==> src/rtl/mjli_pkg.sv <==
`default_nettype none

package mjli_pkg;

    localparam int IN_JOINTS = 6;
    localparam int JOINT_W   = 3;
    localparam int ANGLE_W   = 8;
    localparam int DUR_W     = 16;
    localparam int STEP_W    = $clog2(ANGLE_W);

    localparam logic OP_MOVE     = 1'b0;
    localparam logic OP_TICK     = 1'b1;
    localparam logic KIND_WRITE  = 1'b0;
    localparam logic KIND_REJECT = 1'b1;

    typedef logic [ANGLE_W-1:0] angle_t;

    typedef enum logic [2:0] {
        ST_IDLE,
        ST_SCAN,
        ST_CALC,
        ST_EMIT,
        ST_STEP
    } seq_state_t;

    typedef enum logic [1:0] {
        AR_IDLE,
        AR_MUL,
        AR_DIV
    } arith_state_t;

    typedef struct packed {
        logic busy;
        logic done;
    } arith_status_t;

    function automatic angle_t home_angle(input int j);
        angle_t a;
        unique case (j)
            0, 1:    a = 8'd180;
            2, 3:    a = 8'd90;
            default: a = 8'd0;
        endcase
        return a;
    endfunction

endpackage

`default_nettype wire

==> src/rtl/mjli_arith.sv <==
`default_nettype none

module mjli_arith #(
    parameter int TIME_BITS = 16
) (
    input  wire                        clk,
    input  wire                        rst_n,
    input  wire                        start,
    input  wire mjli_pkg::angle_t      angle_start,
    input  wire mjli_pkg::angle_t      angle_goal,
    input  wire [TIME_BITS-1:0]        duration,
    input  wire [TIME_BITS-1:0]        elapsed,
    output mjli_pkg::angle_t           quotient,
    output mjli_pkg::arith_status_t    status
);
    import mjli_pkg::*;

    localparam int AW = TIME_BITS + ANGLE_W;

    arith_state_t          state_reg, state_next;
    logic [STEP_W-1:0]     cnt_reg;
    logic                  done_reg;
    angle_t                a_reg, g_reg;
    logic [TIME_BITS-1:0]  dme_reg;
    logic [AW-1:0]         acc_reg;

    logic [TIME_BITS-1:0]  addend;
    logic [TIME_BITS:0]    trial;
    logic [TIME_BITS:0]    diff;
    logic                  qbit;

    // shift-add: num = a*(D-e) + g*e, one bit of a and g per cycle
    always_comb
    begin
        if (a_reg[ANGLE_W-1] && g_reg[ANGLE_W-1])
            addend = duration;
        else if (a_reg[ANGLE_W-1])
            addend = dme_reg;
        else if (g_reg[ANGLE_W-1])
            addend = elapsed;
        else
            addend = '0;
    end

    // restoring divide, one quotient bit per cycle; remainder stays below D
    assign trial = {acc_reg[AW-1:ANGLE_W], acc_reg[ANGLE_W-1]};
    assign diff  = trial - {1'b0, duration};
    assign qbit  = (trial >= {1'b0, duration});

    always_comb
    begin
        state_next = state_reg;
        unique case (state_reg)
            AR_IDLE:
            begin
                if (start)
                    state_next = AR_MUL;
            end
            AR_MUL:
            begin
                if (cnt_reg == STEP_W'(ANGLE_W - 1))
                    state_next = AR_DIV;
            end
            AR_DIV:
            begin
                if (cnt_reg == STEP_W'(ANGLE_W - 1))
                    state_next = AR_IDLE;
            end
            default: state_next = AR_IDLE;
        endcase
    end

    always_ff @(posedge clk or negedge rst_n)
    begin
        if (!rst_n)
        begin
            state_reg <= AR_IDLE;
            cnt_reg   <= '0;
            done_reg  <= 1'b0;
        end
        else
        begin
            state_reg <= state_next;
            done_reg  <= (state_reg == AR_DIV) && (cnt_reg == STEP_W'(ANGLE_W - 1));
            if (state_reg == AR_IDLE)
                cnt_reg <= '0;
            else
                cnt_reg <= cnt_reg + 1'b1;
        end
    end

    always_ff @(posedge clk)
    begin
        unique case (state_reg)
            AR_IDLE:
            begin
                if (start)
                begin
                    a_reg   <= angle_start;
                    g_reg   <= angle_goal;
                    dme_reg <= duration - elapsed;
                    acc_reg <= '0;
                end
            end
            AR_MUL:
            begin
                acc_reg <= (acc_reg << 1) + AW'(addend);
                a_reg   <= a_reg << 1;
                g_reg   <= g_reg << 1;
            end
            AR_DIV:
            begin
                if (qbit)
                    acc_reg <= {diff[TIME_BITS-1:0], acc_reg[ANGLE_W-2:0], 1'b1};
                else
                    acc_reg <= {trial[TIME_BITS-1:0], acc_reg[ANGLE_W-2:0], 1'b0};
            end
            default: ;
        endcase
    end

    assign quotient    = acc_reg[ANGLE_W-1:0];
    assign status.busy = (state_reg != AR_IDLE);
    assign status.done = done_reg;

    a_start_idle: assert property (@(posedge clk) disable iff (!rst_n)
        start |-> state_reg == AR_IDLE)
        else $error("arith start while running");

    a_done_after_div: assert property (@(posedge clk) disable iff (!rst_n)
        done_reg |-> $past(state_reg == AR_DIV) && state_reg == AR_IDLE)
        else $error("arith done without divide pass");

endmodule

`default_nettype wire

==> src/rtl/multi_joint_linear_move_interpolator.sv <==
`default_nettype none

// Linear move interpolator for up to six joints. A move command (operation 0)
// is answered with a single reject result if a move is running. A tick
// (operation 1) during a move produces one angle write per masked joint, in
// joint order, with last set on the final one. Each write comes from one
// shared bit-serial unit: shift-add for the weighted sum, then restoring
// division by the duration; a tick lasts longer the more joints move, and
// longer if the output side stalls.
module multi_joint_linear_move_interpolator #(
    parameter int JOINT_COUNT = 6,
    parameter int TIME_BITS   = 16
) (
    input  wire                          clk,
    input  wire                          rst_n,
    input  wire                          in_valid,
    output logic                         in_ready,
    input  wire                          operation,
    input  wire [5:0]                    joint_mask,
    input  wire mjli_pkg::angle_t        target_0,
    input  wire mjli_pkg::angle_t        target_1,
    input  wire mjli_pkg::angle_t        target_2,
    input  wire mjli_pkg::angle_t        target_3,
    input  wire mjli_pkg::angle_t        target_4,
    input  wire mjli_pkg::angle_t        target_5,
    input  wire [mjli_pkg::DUR_W-1:0]    move_time_ms,
    output logic                         out_valid,
    input  wire                          out_ready,
    output logic                         kind,
    output logic [mjli_pkg::JOINT_W-1:0] joint,
    output mjli_pkg::angle_t             angle,
    output logic                         last
);
    import mjli_pkg::*;

    localparam int ACTIVE_JOINTS = (JOINT_COUNT < IN_JOINTS) ? JOINT_COUNT : IN_JOINTS;
    localparam logic [IN_JOINTS-1:0] ACTIVE_MASK = IN_JOINTS'((1 << ACTIVE_JOINTS) - 1);

    seq_state_t            state_reg, state_next;
    logic                  active_reg;
    logic [IN_JOINTS-1:0]  mask_reg;
    logic [TIME_BITS-1:0]  length_reg;
    logic [TIME_BITS-1:0]  elapsed_reg;
    logic [JOINT_W-1:0]    idx_reg;
    angle_t                pos_reg  [IN_JOINTS];
    angle_t                goal_reg [IN_JOINTS];

    logic                  out_valid_reg;
    logic                  kind_reg;
    logic [JOINT_W-1:0]    joint_reg;
    angle_t                angle_reg;
    logic                  last_reg;

    angle_t                targets [IN_JOINTS];
    logic                  in_xfer;
    logic                  out_free;
    logic                  ar_start;
    angle_t                ar_quot;
    arith_status_t         ar_status;
    logic                  higher_any;
    logic                  emit_load;
    logic [TIME_BITS-1:0]  new_length;
    logic [TIME_BITS-1:0]  elapsed_inc;
    logic [IN_JOINTS-1:0]  new_mask;

    assign targets[0] = target_0;
    assign targets[1] = target_1;
    assign targets[2] = target_2;
    assign targets[3] = target_3;
    assign targets[4] = target_4;
    assign targets[5] = target_5;

    assign out_free    = !out_valid_reg || out_ready;
    assign in_ready    = (state_reg == ST_IDLE) && out_free;
    assign in_xfer     = in_valid && in_ready;
    assign new_length  = TIME_BITS'(move_time_ms);
    assign new_mask    = joint_mask & ACTIVE_MASK;
    assign elapsed_inc = elapsed_reg + 1'b1;
    assign emit_load   = (state_reg == ST_EMIT) && out_free;

    always_comb
    begin
        higher_any = 1'b0;
        for (int k = 0; k < IN_JOINTS; k++)
        begin
            if (JOINT_W'(k) > idx_reg)
                higher_any = higher_any | mask_reg[k];
        end
    end

    mjli_arith #(
        .TIME_BITS (TIME_BITS)
    ) u_arith (
        .clk         (clk),
        .rst_n       (rst_n),
        .start       (ar_start),
        .angle_start (pos_reg[idx_reg]),
        .angle_goal  (goal_reg[idx_reg]),
        .duration    (length_reg),
        .elapsed     (elapsed_reg),
        .quotient    (ar_quot),
        .status      (ar_status)
    );

    always_comb
    begin
        state_next = state_reg;
        ar_start   = 1'b0;
        unique case (state_reg)
            ST_IDLE:
            begin
                if (in_xfer && operation == OP_TICK && active_reg)
                    state_next = ST_SCAN;
            end
            ST_SCAN:
            begin
                if (mask_reg[idx_reg])
                begin
                    ar_start   = 1'b1;
                    state_next = ST_CALC;
                end
                else if (idx_reg == JOINT_W'(ACTIVE_JOINTS - 1))
                    state_next = ST_STEP;
            end
            ST_CALC:
            begin
                if (ar_status.done)
                    state_next = ST_EMIT;
            end
            ST_EMIT:
            begin
                if (out_free)
                    state_next = higher_any ? ST_SCAN : ST_STEP;
            end
            ST_STEP:
            begin
                state_next = ST_IDLE;
            end
            default: state_next = ST_IDLE;
        endcase
    end

    always_ff @(posedge clk or negedge rst_n)
    begin
        if (!rst_n)
        begin
            state_reg     <= ST_IDLE;
            active_reg    <= 1'b0;
            mask_reg      <= '0;
            length_reg    <= '0;
            elapsed_reg   <= '0;
            idx_reg       <= '0;
            out_valid_reg <= 1'b0;
            for (int j = 0; j < IN_JOINTS; j++)
                pos_reg[j] <= home_angle(j);
        end
        else
        begin
            state_reg <= state_next;

            if (in_xfer && operation == OP_MOVE && !active_reg)
            begin
                mask_reg    <= new_mask;
                length_reg  <= new_length;
                elapsed_reg <= '0;
                if (new_length == '0)
                begin
                    for (int j = 0; j < ACTIVE_JOINTS; j++)
                        if (new_mask[j])
                            pos_reg[j] <= targets[j];
                end
                else
                    active_reg <= 1'b1;
            end

            if (in_xfer && operation == OP_TICK)
                idx_reg <= '0;
            else if (state_reg == ST_SCAN && !mask_reg[idx_reg]
                     && idx_reg != JOINT_W'(ACTIVE_JOINTS - 1))
                idx_reg <= idx_reg + 1'b1;
            else if (emit_load && higher_any)
                idx_reg <= idx_reg + 1'b1;

            if (state_reg == ST_STEP)
            begin
                elapsed_reg <= elapsed_inc;
                if (elapsed_inc >= length_reg)
                begin
                    active_reg <= 1'b0;
                    for (int j = 0; j < ACTIVE_JOINTS; j++)
                        if (mask_reg[j])
                            pos_reg[j] <= goal_reg[j];
                end
            end

            if ((in_xfer && operation == OP_MOVE && active_reg) || emit_load)
                out_valid_reg <= 1'b1;
            else if (out_ready)
                out_valid_reg <= 1'b0;
        end
    end

    always_ff @(posedge clk)
    begin
        if (in_xfer && operation == OP_MOVE && !active_reg)
        begin
            for (int j = 0; j < ACTIVE_JOINTS; j++)
                goal_reg[j] <= targets[j];
        end

        if (in_xfer && operation == OP_MOVE && active_reg)
        begin
            kind_reg  <= KIND_REJECT;
            joint_reg <= '0;
            angle_reg <= '0;
            last_reg  <= 1'b1;
        end
        else if (emit_load)
        begin
            kind_reg  <= KIND_WRITE;
            joint_reg <= idx_reg;
            angle_reg <= ar_quot;
            last_reg  <= !higher_any;
        end
    end

    assign out_valid = out_valid_reg;
    assign kind      = kind_reg;
    assign joint     = joint_reg;
    assign angle     = angle_reg;
    assign last      = last_reg;

    a_reject_when_active: assert property (@(posedge clk) disable iff (!rst_n)
        in_xfer && operation == OP_MOVE && active_reg
        |=> out_valid_reg && kind_reg == KIND_REJECT && last_reg)
        else $error("busy command not rejected");

    a_work_only_active: assert property (@(posedge clk) disable iff (!rst_n)
        state_reg != ST_IDLE |-> active_reg)
        else $error("tick work without a running move");

    a_elapsed_in_range: assert property (@(posedge clk) disable iff (!rst_n)
        active_reg |-> elapsed_reg < length_reg)
        else $error("elapsed time reached duration during move");

    a_start_arith_free: assert property (@(posedge clk) disable iff (!rst_n)
        ar_start |-> !ar_status.busy)
        else $error("arith unit started while busy");

endmodule

`default_nettype wire

==> config.mk <==
export PLATFORM = sky130hd
export DESIGN_NAME = multi_joint_linear_move_interpolator
export DESIGN_NICKNAME = d
export VERILOG_FILES = /design/src/rtl/mjli_pkg.sv /design/src/rtl/mjli_arith.sv /design/src/rtl/multi_joint_linear_move_interpolator.sv
export SDC_FILE = /design/constraint.sdc
export NUM_CORES = 1
export LEC_CHECK = 0
export ABC_CLOCK_PERIOD_IN_PS = 3600
export BUFFER_PORTS_ARGS = -buffer_cell sky130_fd_sc_hd__buf_2
export CAP_MARGIN = 20
export CELL_PAD_IN_SITES_DETAIL_PLACEMENT = 1
export CELL_PAD_IN_SITES_GLOBAL_PLACEMENT = 1
export CORE_MARGIN = 2
export CORE_UTILIZATION = 30
export DETAILED_ROUTE_END_ITERATION = 10
export GPL_ROUTABILITY_DRIVEN = 0
export PLACE_DENSITY_LB_ADDON = 0.1
export SLEW_MARGIN = 5
export SYNTH_ARGS = -nofsm -noshare
export SYNTH_HDL_FRONTEND = slang
export SYNTH_SLANG_ARGS = --single-unit
==> constraint.sdc <==
create_clock -name clk -period 3.6 [get_ports clk]
set_input_delay 0.72 -clock clk [delete_from_list [all_inputs] [get_ports clk]]
set_output_delay 0.72 -clock clk [all_outputs]
set_load 0.1 [all_outputs]
==> results.toml, run 1 <==
[routing]
detail_route.wl_per_cell_um = 20.94
dr_total_vias = 9578
via_per_inst = 5.044
detail_route.wirelength_um = 39770
drt-pass1-iter-count = 4
drt_iter0_drc = 453
route.antenna.remaining_nets = 0
post-route-drc-count = 0

[sta]
setup_viol = 0
grt_setup_unrepaired = "yes"
finalHoldViolCount = 0
max_freq_mhz = 293.0
slew_violations = 0
post-route-worst-setup-slack_ns = 0.1872
layout_worst_path_cycle_share_pct = 94.80
max-slew-margin-rel_pct = 28.88
final.hold.worst_slack_ns = 0.1305
fin_crit_ns = 3.413
worstMarginPinSlew_ns = 1.067
setup_tns_ns = 0
timing.clock.skew_ns = 0.008637

[floorplanning]
placement_rows = 75
design.core.area_um2 = 41850
fp.dieArea_um2 = 44010
die_width_um = 209.8
die_height_um = 209.8
floorplan.initialDensity_pct = 30.36
io_pins = 90

[setup_path]
critical_path_arrival_ns = 3.73
cp_required_ns = 3.91
worst-path-max-fanout = 30
worstReg2RegEnd = "u_arith.acc_reg[21]"
timing.critical_path.from_type = "register"
timing.reg2reg.setup_slack_ns = 0.19
worst_r2r_path_depth = 13
critPathKind = "reg -> reg"
critical_path.endpoint = "u_arith.acc_reg[21]"
rr_startpoint = "u_arith.a_reg[7]"
critical_path.endpoint_type = "register"
setup.worst_path.start = "u_arith.a_reg[7]"

[synthesis]
synth.yosys.warnings = 0
syn-cell-area_um2 = 12700
ys_dominant_reg_cell = "edfxtp_1"
ys_seq_elements = 217
synthArstFlopShare_pct = 46.08
post-synth-top-area-cell = "edfxtp_1"
synth.avg_cell_area_um2 = 10.41
netlist-cell-type-count = 74
post-synth-top-area-fraction_pct = 24.58
synth-edff-count = 104
synthCells = 1221
mappedNetlistNets = 1370
synth.top_cells.by_area = "edfxtp_1 (25%), dfrtp_1 (17%), ha_1 (7.0%)"
ys_seq_area_share_pct = 46.48

[placement]
buffer_ports.inserted = 89
place.detailed.hpwl_um = 30130
place_worst_setup_slack_ns = -0.05392

[cts]
htreeDepth = 1
cts-root-buf = "clkbuf_16"
clkTransAtPathRegs_ns = 0.06
clock_latency_ns = 0.56
cts_tree = "done"
hold_buffers = 0
cts_sink_count = 217
cts_buffers = 27
cts_buffer_depth = 3

[cells_and_area]
areaGrowthSynthToFinish_pct = 18.45
fin_util_pct = 35.96
number_of_nets_in_the_layout = 1488
num-fill-cells = 4670
n_antenna_cell = 0
drive_above_1_share_pct = 19.78

[grt]
grt_pass1_wl_um = 62180
antenna_found_initial = 2
grt_pass1_vias = 10285
gr-usage-all-layers_pct = 18.36
grt_overflow = 0
grt_max_degree = 55

[pwr]
cellLeakagePower_nw = 5.983
power_per_cell_area_nw_per_um2 = 383.0
design_power_total_w = 0.005764
peakVddDrop_uv = 333.0

[hold_path]
holdCritPathClass = "in -> async"

[run]
max_cap_viol_count = 0

[status]
run_status = "finished clean"
==> cell families (layout without fill, tap and decap cells) <==
kind of cell | count (synthesis) | in the layout | synth area share, %
buffers and inverters | 106 | 245 | 3.486
XOR/XNOR | 53 | 53 | 3.654
adder cells (fa/ha/maj) | 74 | 74 | 7.465
flip-flops | 217 | 217 | 46.48
AND/OR/NAND/NOR | 352 | 352 | 12.75
AO/OA/AOI/OAI | 309 | 309 | 15.66
multiplexers | 110 | 110 | 10.50
==> cells in the mapped netlist (13+ instances only) <==
cell type and n:
clkbuf_1 32, mux2i_1 77, nor2_1 104, inv_1 51, dfstp_2 16, mux2_2 16
o31ai_1 14, edfxtp_1 104, mux4_2 17, nor2b_1 22, xnor2_1 43, dfxtp_1 13
o21ai_0 74, nor3_1 22, ha_1 71, dfrtp_1 84, nand3_1 23, nand2_1 119
a22o_1 17, a21oi_1 112
==> worst max-delay path, cell delays in order, from the launching register on <==
cell and delay [ns]:
edfxtp_1 0.41, buf_8 0.19, o21ai_1 0.20, a22o_1 0.21
ha_1 0.22, fa_1 0.25, a211oi_1 0.11, o21a_2 0.25
o41ai_4 0.31, a21oi_4 0.14, o21ai_2 0.20, nand3_2 0.14
a32o_1 0.22, a211o_1 0.29
==> layer usage <==
layer	vias up	track usage (%)	part of all wire, %
met1	4726	27.10	52
met5	-	0	0
li1	4703	-	-
met4	0	4.402	1.9
met3	43	2.409	2.9
met2	106	28.48	44
==> per-stage QoR <==
stage | cell area [µm²] | std cells
global route | 15050 | 1899
finish | 15050 | 1899
detailed placement | 14110 | 1847
floorplan | 12720 | 1221
CTS | 14990 | 1897
global placement | 14110 | 1847
==> what timing repair did <==
| action | in CTS | in global routing |
|---|---|---|
| resized for setup | 2 | 11 |
| buffers inserted | 0 | 2 |
| pin swaps | 0 | 4 |
| endpoints found under the setup margin | 4 | 56 |
==> cells in the final DEF (no fill, tap or decap), types with 43 or more instances in the layout <==
cell      instances
buf_4            44
ha_1             71
dfrtp_1          83
nor2_1          102
mux2i_1          77
a21oi_1         109
buf_2            88
xnor2_1          43
nand2_1         119
edfxtp_1        104
inv_1            51
o21ai_0          72
==> power breakdown <==
| part | switching (W) | internal, W | leakage (nW) |
|---|---|---|---|
| Combinational | 0.000237 | 0.000169 | 3.51 |
| Clock | 0.00112 | 0.00161 | 0.444 |
| Sequential | 0.0000204 | 0.00261 | 2.03 |
| Total | 0.00137 | 0.00439 | 5.98 |
==> layout make-up <==
class,count,area (µm²),share of cell area (%)
multi-input cells,898,6402,42.55
flip-flops and latches,217,5907,39.25
repair buffers,143,985.9,6.552
clock buffers,36,749.5,4.980
well taps,539,674.4,4.482
inverters,52,196.4,1.305
clock inverters,14,132.6,0.8813
==> worst min path at each step <==
stage | startpoint | to | depth (start not counted)
after floorplan | u_arith.cnt_reg[0] | u_arith.cnt_reg[0] | 1
after global placement | u_arith.cnt_reg[0] | u_arith.cnt_reg[0] | 1
after detailed placement | u_arith.cnt_reg[0] | u_arith.cnt_reg[0] | 1
after CTS | rst_n | elapsed_reg[13] | 1
after global routing | rst_n | elapsed_reg[13] | 1
final | rst_n | elapsed_reg[13] | 1
Note: power is estimated with default switching activity, not from simulation.
==> run 2: changes to the inputs <==
--- a/config.mk
+++ b/config.mk
@@ -5,6 +5,7 @@
 export SDC_FILE = /design/constraint.sdc
 export NUM_CORES = 1
 export LEC_CHECK = 0
+export ABC_AREA = 1
 export ABC_CLOCK_PERIOD_IN_PS = 3600
 export BUFFER_PORTS_ARGS = -buffer_cell sky130_fd_sc_hd__buf_2
 export CAP_MARGIN = 20
==> run 2 against run 1 <==
Net effect: register-to-register slack gained 0.19 ns; flip-flop and latch count stayed put; die area rose by 8.8%; utilization shrank 0.74 points; sequential power hardly changed; first-iteration DRC count rose by 42%; critical path type unchanged; critical endpoint is now pos_reg[23]; largest cell class unchanged; largest power group unchanged.
==> results.toml, run 2 <==
[synthesis]
synthCells = 1862
synth.top_cells.by_area = "edfxtp_1 (23%), dfrtp_1 (15%), nand2_1 (15%)"
synth.most_common_cell = "nand2_1"
netlist-cell-type-count = 45
ys_seq_area_share_pct = 42.66
syn-cell-area_um2 = 13840
ys_dominant_reg_cell = "edfxtp_1"
synth.mux.area_fraction_pct = 0
synth-edff-count = 104
synth.avg_cell_area_um2 = 7.435
synth_compound_area_share_pct = 12.59
synthArstFlopShare_pct = 46.08
mappedNetlistNets = 2011
post_synth_and_or_nand_nor_area_fraction_pct = 27.68
synth_area_in_adders_pct = 6.850
post-synth-top-area-fraction_pct = 22.56
synth_top_family_by_area = "simple AND/OR/NAND/NOR gates"
ys_seq_elements = 217
post-synth-top-area-cell = "edfxtp_1"
yosys.area_share.xor_xnor_pct = 2.024
synth.yosys.warnings = 0
synth_common_cells = "nand2_1 (560), inv_1 (222), nand3_1 (178)"

[cts]
post-cts-setup-buffer-count = 0
clkTransAtPathRegs_ns = 0.06
hold_buffers = 0
cts_buffer_depth = 3
clock_latency_ns = 0.57
cts-root-buf = "clkbuf_16"
cts_sink_count = 217
htreeDepth = 1
cts_tree = "done"
cts_buffers = 29

[floorplanning]
floorplan.initialDensity_pct = 30.44
die_height_um = 218.8
fp.dieArea_um2 = 47880
die_width_um = 218.8
placement_rows = 78
io_pins = 90
design.core.area_um2 = 45480

[setup_path]
cp_required_ns = 4.04
critical_path.endpoint_type = "register"
worst-path-max-fanout = 31
setup.worst_path.start = "elapsed_reg[1]"
timing.critical_path.from_type = "register"
critical_path_arrival_ns = 3.66
critPathKind = "reg -> reg"
rr_startpoint = "elapsed_reg[1]"

[pwr]
power_per_cell_area_nw_per_um2 = 356.2
peakVddDrop_uv = 307.2
cellLeakagePower_nw = 7.818
p_sw_share_pct = 22.94
seq_power_share_pct = 45.5
comb_power_share_pct = 3.1
power.share.clock_pct = 51.4
internal_power_w = 0.004396
power.net_switching_w = 0.001309

[routing]
dr_total_vias = 12850
via_per_inst = 5.008
detail_route.wirelength_um = 49280
drt_iter0_drc = 643
route.antenna.remaining_nets = 0
detail_route.wl_per_cell_um = 19.21
post-route-drc-count = 0
drt-pass1-iter-count = 5

[sta]
slew_violations = 0
max-slew-margin-rel_pct = 35.97
grt_setup_unrepaired = "no"
timing.clock.skew_ns = 0.02258
layout_worst_path_cycle_share_pct = 89.39
setup_tns_ns = 0
finalHoldViolCount = 0
max_freq_mhz = 310.7
setup_viol = 0
worstMarginPinSlew_ns = 0.9594
fin_crit_ns = 3.218

[cells_and_area]
num-fill-cells = 5629
n_antenna_cell = 0
number_of_nets_in_the_layout = 2093
drive_above_1_share_pct = 10.43
fin_util_pct = 35.21
final_common_cell = "nand2_1"
final_cell_mix = "nand2_1 (558), inv_1 (222), nand3_1 (178)"
areaGrowthSynthToFinish_pct = 15.67

[hold_path]
holdCritPathClass = "in -> async"

[grt]
grt_overflow = 0
antenna_found_initial = 0
grt_pass1_wl_um = 77540
grt_max_degree = 60
grt_pass1_vias = 13694
gr-usage-all-layers_pct = 20.90

[placement]
place.detailed.hpwl_um = 37870
buffer_ports.inserted = 89

[status]
run_status = "finished clean"

[run]
max_cap_viol_count = 0
[run 2: layout make-up]
type / count / area, µm² / area share, %
clock buffer: 43 / 912.1 / 5.696
multi-input combinational: 1352 / 6827 / 42.63
tap: 600 / 750.7 / 4.688
timing repair buffer: 116 / 700.7 / 4.375
inverter: 228 / 855.8 / 5.344
clock inverter: 10 / 60.06 / 0.3750
sequential: 217 / 5908 / 36.89
[run 2: path summary, 6_finish.rpt]
check	to	slack, ns	cells after the start
worst max register to register	pos_reg[23]	0.38	20
worst min-delay path	pos_reg[46]	0.16	1
min in group clk	goal_reg[2][3]	0.35	1
worst max-delay path	pos_reg[23]	0.38	20
worst min register to register	u_arith.cnt_reg[0]	0.44	1
max in group asynchronous	pos_reg[17]	2.61	2
[run 2: cells by family after synthesis]
family | Yosys count
AO/OA/AOI/OAI | 327
XOR/XNOR | 32
adder cells (fa/ha/maj) | 74
buffers and inverters | 293
flip-flops | 217
AND/OR/NAND/NOR | 919
[run 2: power groups by stage]
stage	Combinational, W	Clock (W)	Sequential, W
floorplan	0.0000619	0	0.00264
global placement	0.000175	0	0.00264
detailed placement	0.000179	0	0.00264
CTS	0.000179	0.00302	0.00260
global route	0.000195	0.00311	0.00260
finish	0.000174	0.00293	0.00260
[run 2: per-stage QoR]
stage / setup WS (ns) / total power, W / cell area (µm²) / instances / hold slack (ns)
2_1_floorplan: 0.02791 / 0.002707 / 13840 / 1862 / 0.4031
3_3_place_gp: 0.1705 / 0.002820 / 15020 / 2513 / 0.4162
3_5_place_dp: 0.05678 / 0.002824 / 15020 / 2513 / 0.4246
4_1_cts: 0.03468 / 0.005798 / 15990 / 2566 / 0.1567
5_1_grt: 0.03790 / 0.005905 / 16010 / 2566 / 0.1798
6_report: 0.3819 / 0.005705 / 16010 / 2566 / 0.1604
[run 2: repair_timing]
item                                    4_1_cts  5_1_grt
resized for setup                             0        6
endpoints found under the setup margin        0       48
endpoints found under the hold margin         0        0
[run 2: routing by layer]
layer,share of wire [%],global-route usage [%],up-vias
met5,0,0,-
met3,2.5,2.010,53
met2,51,39.17,154
li1,-,-,6321
met1,44,25.49,6322
met4,2.2,5.225,0
[run 2: worst max-delay path, stage by stage, from the launching register on]
cell	delay [ns]
dfrtp_1	0.43
ha_1	0.20
nand2_1	0.08
nor2_1	0.17
inv_1	0.09
nor2_1	0.09
inv_1	0.08
nor3_2	0.21
nand4_1	0.13
nand2_1	0.11
inv_1	0.05
ha_1	0.27
nand2_1	0.07
nor3_2	0.21
nand3_1	0.09
nand3_1	0.15
buf_12	0.21
nand3_1	0.11
buf_4	0.21
nand2_1	0.07
o21ai_1	0.06
